[src/rtl/core/t8c_pkg.sv]
`timescale 1ns / 1ps
// ----------------------------------------------------------------------------
// t8c_pkg
// types, opcodes and sequencer states shared by the tiny register processor
// ----------------------------------------------------------------------------
package t8c_pkg;

	localparam int MEM_WORDS_DEF = 256;
	localparam int REG_COUNT_DEF = 8;

	typedef struct packed {
		logic        opcode;
		logic [7:0]  load_addr;
		logic [31:0] load_word;
	} in_req_t;

	typedef struct packed {
		logic       print_valid;
		logic       print_as_char;
		logic [7:0] print_value;
		logic       halted;
		logic [1:0] fault;
		logic [7:0] next_pc;
	} out_req_t;

	localparam logic ITEM_LOAD = 1'b0;
	localparam logic ITEM_STEP = 1'b1;

	localparam logic [1:0] FAULT_NONE   = 2'd0;
	localparam logic [1:0] FAULT_OPCODE = 2'd1;
	localparam logic [1:0] FAULT_DIV0   = 2'd2;

	localparam logic [7:0] OP_QUIT   = 8'd0;
	localparam logic [7:0] OP_PRN    = 8'd2;
	localparam logic [7:0] OP_PRNI   = 8'd3;
	localparam logic [7:0] OP_PRC    = 8'd4;
	localparam logic [7:0] OP_PRCI   = 8'd5;
	localparam logic [7:0] OP_LDR    = 8'd32;
	localparam logic [7:0] OP_LDA    = 8'd33;
	localparam logic [7:0] OP_STR    = 8'd34;
	localparam logic [7:0] OP_STRI   = 8'd35;
	localparam logic [7:0] OP_STA    = 8'd36;
	localparam logic [7:0] OP_MOVM   = 8'd37;
	localparam logic [7:0] OP_ADD    = 8'd64;
	localparam logic [7:0] OP_ADDI   = 8'd65;
	localparam logic [7:0] OP_SUB    = 8'd66;
	localparam logic [7:0] OP_SUBI   = 8'd67;
	localparam logic [7:0] OP_MUL    = 8'd68;
	localparam logic [7:0] OP_MULI   = 8'd69;
	localparam logic [7:0] OP_DIV    = 8'd72;
	localparam logic [7:0] OP_DIVI   = 8'd73;
	localparam logic [7:0] OP_MOD    = 8'd80;
	localparam logic [7:0] OP_MODI   = 8'd81;
	localparam logic [7:0] OP_JMP    = 8'd128;
	localparam logic [7:0] OP_BEQ    = 8'd130;
	localparam logic [7:0] OP_BEQI   = 8'd131;
	localparam logic [7:0] OP_BLT    = 8'd132;
	localparam logic [7:0] OP_BLTI   = 8'd133;
	localparam logic [7:0] OP_BLE    = 8'd134;
	localparam logic [7:0] OP_BLEI   = 8'd135;
	localparam logic [7:0] OP_BGT    = 8'd136;
	localparam logic [7:0] OP_BGTI   = 8'd137;
	localparam logic [7:0] OP_BGE    = 8'd138;
	localparam logic [7:0] OP_BGEI   = 8'd139;

	typedef enum logic [2:0] {
		ST_IDLE,
		ST_FETCH,
		ST_DECODE,
		ST_MEMRD,
		ST_DIV,
		ST_EXEC,
		ST_DONE
	} state_t;

	typedef enum logic [1:0] {
		ALU_ADD,
		ALU_SUB,
		ALU_MUL
	} alu_op_t;

endpackage

[src/rtl/core/t8c_divider.sv]
`timescale 1ns / 1ps
// ----------------------------------------------------------------------------
// t8c_divider
// restoring 8-bit unsigned divider, one quotient bit per cycle
// ----------------------------------------------------------------------------
module t8c_divider (
	input  logic       clk,
	input  logic       arst_n,
	input  logic       start,
	input  logic [7:0] dividend,
	input  logic [7:0] divisor,
	output logic       busy,
	output logic [7:0] quotient,
	output logic [7:0] remainder
);
	import t8c_pkg::*;

	logic [3:0] count_q;
	logic [7:0] quo_q;
	logic [7:0] rem_q;
	logic [7:0] dvs_q;
	logic [8:0] trial;
	logic [8:0] diff;

	assign trial = {rem_q, quo_q[7]};
	assign diff  = trial - {1'b0, dvs_q};

	always_ff @(posedge clk or negedge arst_n) begin
		if (!arst_n) begin
			count_q <= '0;
		end else if (start) begin
			count_q <= 4'd8;
		end else if (count_q != '0) begin
			count_q <= count_q - 4'd1;
		end
	end

	always_ff @(posedge clk) begin
		if (start) begin
			quo_q <= dividend;
			rem_q <= '0;
			dvs_q <= divisor;
		end else if (count_q != '0) begin
			if (!diff[8]) begin
				rem_q <= diff[7:0];
				quo_q <= {quo_q[6:0], 1'b1};
			end else begin
				rem_q <= trial[7:0];
				quo_q <= {quo_q[6:0], 1'b0};
			end
		end
	end

	assign busy      = (count_q != '0);
	assign quotient  = quo_q;
	assign remainder = rem_q;

endmodule

[config.mk]
export PLATFORM = sky130hd
export DESIGN_NAME = t8c_divider
export DESIGN_NICKNAME = d
export VERILOG_FILES = /design/src/rtl/core/t8c_pkg.sv /design/src/rtl/core/t8c_divider.sv
export SDC_FILE = /design/constraint.sdc
export NUM_CORES = 1
export LEC_CHECK = 0
export BUFFER_PORTS_ARGS = -buffer_cell sky130_fd_sc_hd__clkbuf_2
export CORE_UTILIZATION = 48
export DETAILED_ROUTE_END_ITERATION = 8
export HOLD_SLACK_MARGIN = 0.03
export PLACE_DENSITY = 0.8
export SLEW_MARGIN = 0
export SYNTH_ARGS = -nofsm -noshare
export SYNTH_HDL_FRONTEND = slang
export SYNTH_SLANG_ARGS = --single-unit
[constraint.sdc]
create_clock -name clk -period 2.3 [get_ports clk]
set_input_delay 0.46 -clock clk [delete_from_list [all_inputs] [get_ports clk]]
set_output_delay 0.46 -clock clk [all_outputs]
set_load 0.02 [all_outputs]
==> run_results.csv <==
group,metric,value,unit
route,wire_per_inst,15.3,um
synthesis,synthTopCellsByArea,"edfxtp_1, dfxtp_1, ha_1, dfrtp_1, mux2_1",
sta,clock_skew,0.00853,ns
power,power_frac_seq,0.345,
cells_and_area,area_growth,22.3,%
route,avgViaCountPerCell,5.60,
synthesis,netlist_area,1620,um^2
synthesis,ys.flop_type,"edfxtp_1",
outcome,status,"finished, violations left",
cts,cts_buffer_depth,2,
sta,worst_slack,-0.0300,ns
worst_setup_path,crit_fanout,6,
grt,grtUsageTotal,0.223,
sta,fmax,429,MHz
cells_and_area,fillers,252,
synthesis,postSynth.asyncResetShare,0.143,
cells_and_area,diodes,0,
power,pwr-share-comb,0.564,
run,max_cap_violations,0,
power,switching_share,0.433,
power,p_switching,0.991,mW
route,dr_total_vias,1344,
worst_setup_path,required,2.54,ns
outcome,violations,"setup timing",
synthesis,syn_inst,150,
power,ir_worst_vdd,0.650,mV
floorplanning,die_area,3610,um^2
floorplanning,fp.dieH,60.1,um
synthesis,synth_top_area_share,0.297,
sta,hold_violations,0,
cells_and_area,nets,226,
grt,antenna_found_initial,0,
power,clock_power_share,0.090,
synthesis,synthDistinctLibCells,46,
placed_design,gp_congestion,0.863,
synthesis,yosysSeqAreaShare,0.457,
worst_setup_path,path_class,"flop to flop",
cells_and_area,final_cell_area,1980,um^2
floorplanning,ios,36,
cells_and_area,drive_above_1_share,0.327,
power,pwr_density_cell,1160,nW/um^2
cts,htree_levels,1,
sta,worst_pin_slew,0.469,ns
synthesis,synth-seq-cells,28,
worst_setup_path,crit_path_end_kind,"flop",
grt,grt_first_pass_wirelength,5860,um
sta,rsz0062_at_grt,"true",
power,power.total,2.29,mW
power,power.internal,1.30,mW
worst_setup_path,critPathArrivalTime,2.57,ns
min_path,hp-class,"input port to flop",
cts,clock_sinks,28,
sta,max_slew_margin,0.687,
synthesis,avgSynthCellArea,10.8,um^2
cts,cts.clk_slew.worst_paths,0.15,ns
floorplanning,core-area,3130,um^2
synthesis,synth_nets,179,
sta,post-route-period-util,1.01,
synthesis,yosysTopAreaCell,"edfxtp_1",
floorplanning,die_w,60.1,um
sta,slew_viol_final,0,
cts,cts_tree,"yes",
grt,grt_start_max_net_pins,22,
synthesis,synth_edf_count,16,
sta,fin_crit,2.33,ns
synthesis,yosys_warnings,0,
sta,setup_viol,3,
route,drt-total-wl,3670,um
power,leakagePower,0.864,nW
grt,grt-ovfl-total,0,
cts,clock_latency,0.34,ns
grt,grt_pass1_vias,1294,
cts,cts_buffers,3,
floorplanning,num_rows,20,
placed_design,port_buffers,35,
placed_design,place_area,1900,um^2
route,drc,0,
placed_design,dp_hpwl,2690,um
worst_setup_path,cp-start-kind,"flop",
route,drt_iter0_drc,101,
route,drtPass1Iterations,4,
cts,root_buffer,"clkbuf_4",
floorplanning,initial_core_util,0.518,
route,antenna_left,0,
-- logic make-up after synthesis --
group | count (synthesis) | share of synthesized area
flops | 28 | 0.457
xor+xnor | 2 | 0.0108
mux | 10 | 0.0734
simple gates | 44 | 0.149
buf+inv | 17 | 0.0402
fa+ha+maj | 10 | 0.0819
compound gates | 39 | 0.187
-- flip-flops by register name, indices dropped and copies added (netlist names) --
| signal | flops |
|---|---|
| dvs_q | 8 |
| quotient | 8 |
| remainder | 8 |
| count_q | 4 |
-- stage by stage --
step / setup slack (ns) / setup TNS [ns] / utilization / hold slack, ns / std cells
after floorplan: -0.0680 / -0.195 / - / 0.164 / 150
after global placement: 0.0662 / 0 / 0.606 / 0.265 / 229
after detailed placement: -0.0242 / -0.0375 / 0.606 / 0.271 / 229
after CTS: -0.0250 / -0.0250 / 0.624 / 0.280 / 236
after global routing: -0.129 / -0.574 / 0.633 / 0.271 / 240
final: -0.0300 / -0.0831 / 0.633 / 0.282 / 240
-- cells in the mapped netlist, types with 2 or more instances --
master / n
xnor2_1: 2
o21a_1: 3
mux2_1: 7
a21oi_1: 5
nand3b_1: 3
a211oi_1: 3
clkbuf_1: 3
ha_1: 9
nor2b_1: 2
o21ai_0: 4
nor4_1: 2
nor3_1: 3
a311oi_1: 4
o21ai_1: 4
o211ai_1: 3
nand2_2: 2
nor2_1: 11
a31oi_1: 2
or3_1: 3
edfxtp_1: 16
nand3_1: 8
dfxtp_1: 8
dfrtp_1: 4
nand2b_1: 6
inv_1: 12
-- cell type report --
class / instances / area [um^2] / area share
tap: 44 / 55.1 / 0.0278
sequential: 28 / 741 / 0.374
clock inverter: 1 / 3.75 / 0.00190
multi-input combinational: 105 / 846 / 0.427
timing repair buffer: 46 / 264 / 0.133
clock buffer: 3 / 22.5 / 0.0114
inverter: 13 / 48.8 / 0.0246
-- critical path, stage by stage, from the launching register on --
cell and delay [ns]:
edfxtp_1 0.40, ha_2 0.21, fa_2 0.35, nand2b_4 0.16
a211oi_4 0.30, mux2i_4 0.37, buf_4 0.18, nor4_2 0.05
a2111oi_2 0.21
-- power by group through the flow --
stage | registers, mW | logic (mW) | clock network [mW]
final | 0.790 | 1.29 | 0.207
after global routing | 0.809 | 1.41 | 0.228
after CTS | 0.789 | 1.24 | 0.212
after detailed placement | 0.801 | 1.21 | 0
after global placement | 0.792 | 1.16 | 0
after floorplan | 0.893 | 0.795 | 0
-- layer usage --
| layer | up-vias | GRT usage | part of all wire |
|---|---|---|---|
| li1 | 658 | - | - |
| met1 | 632 | 0.293 | 0.41 |
| met2 | 49 | 0.365 | 0.51 |
| met3 | 5 | 0.0368 | 0.066 |
| met4 | 0 | 0.0897 | 0.013 |
| met5 | - | 0 | 0 |
-- placed cells by master (no fill, tap or decap), types with 7 or more instances in the layout --
cell / count
clkbuf_2: 35
edfxtp_1: 16
inv_1: 12
nor2_1: 11
buf_4: 9
nand3_1: 8
ha_1: 8
dfxtp_1: 8
mux2_1: 7
-- final timing paths --
check,startpoint,slack (ns),end,cells past startpoint
max,dvs_q[0],-0.03,remainder[7],8
min,divisor[0],0.28,dvs_q[0],1
max reg2reg,dvs_q[0],-0.03,remainder[7],8
min reg2reg,remainder[3],0.55,remainder[4],2
max in group asynchronous,arst_n,1.74,count_q[1],2
min in group asynchronous,arst_n,0.44,count_q[3],2
-- what timing repair did --
action / in CTS / in global routing
hold endpoints to repair: 4 / 0
pin swaps: 5 / 6
setup endpoints to repair: 5 / 10
gates resized for setup: 1 / 0
hold buffers: 1 / 0
buffers inserted: 2 / 4
No activity file was read; power rests on OpenSTA's default activity.
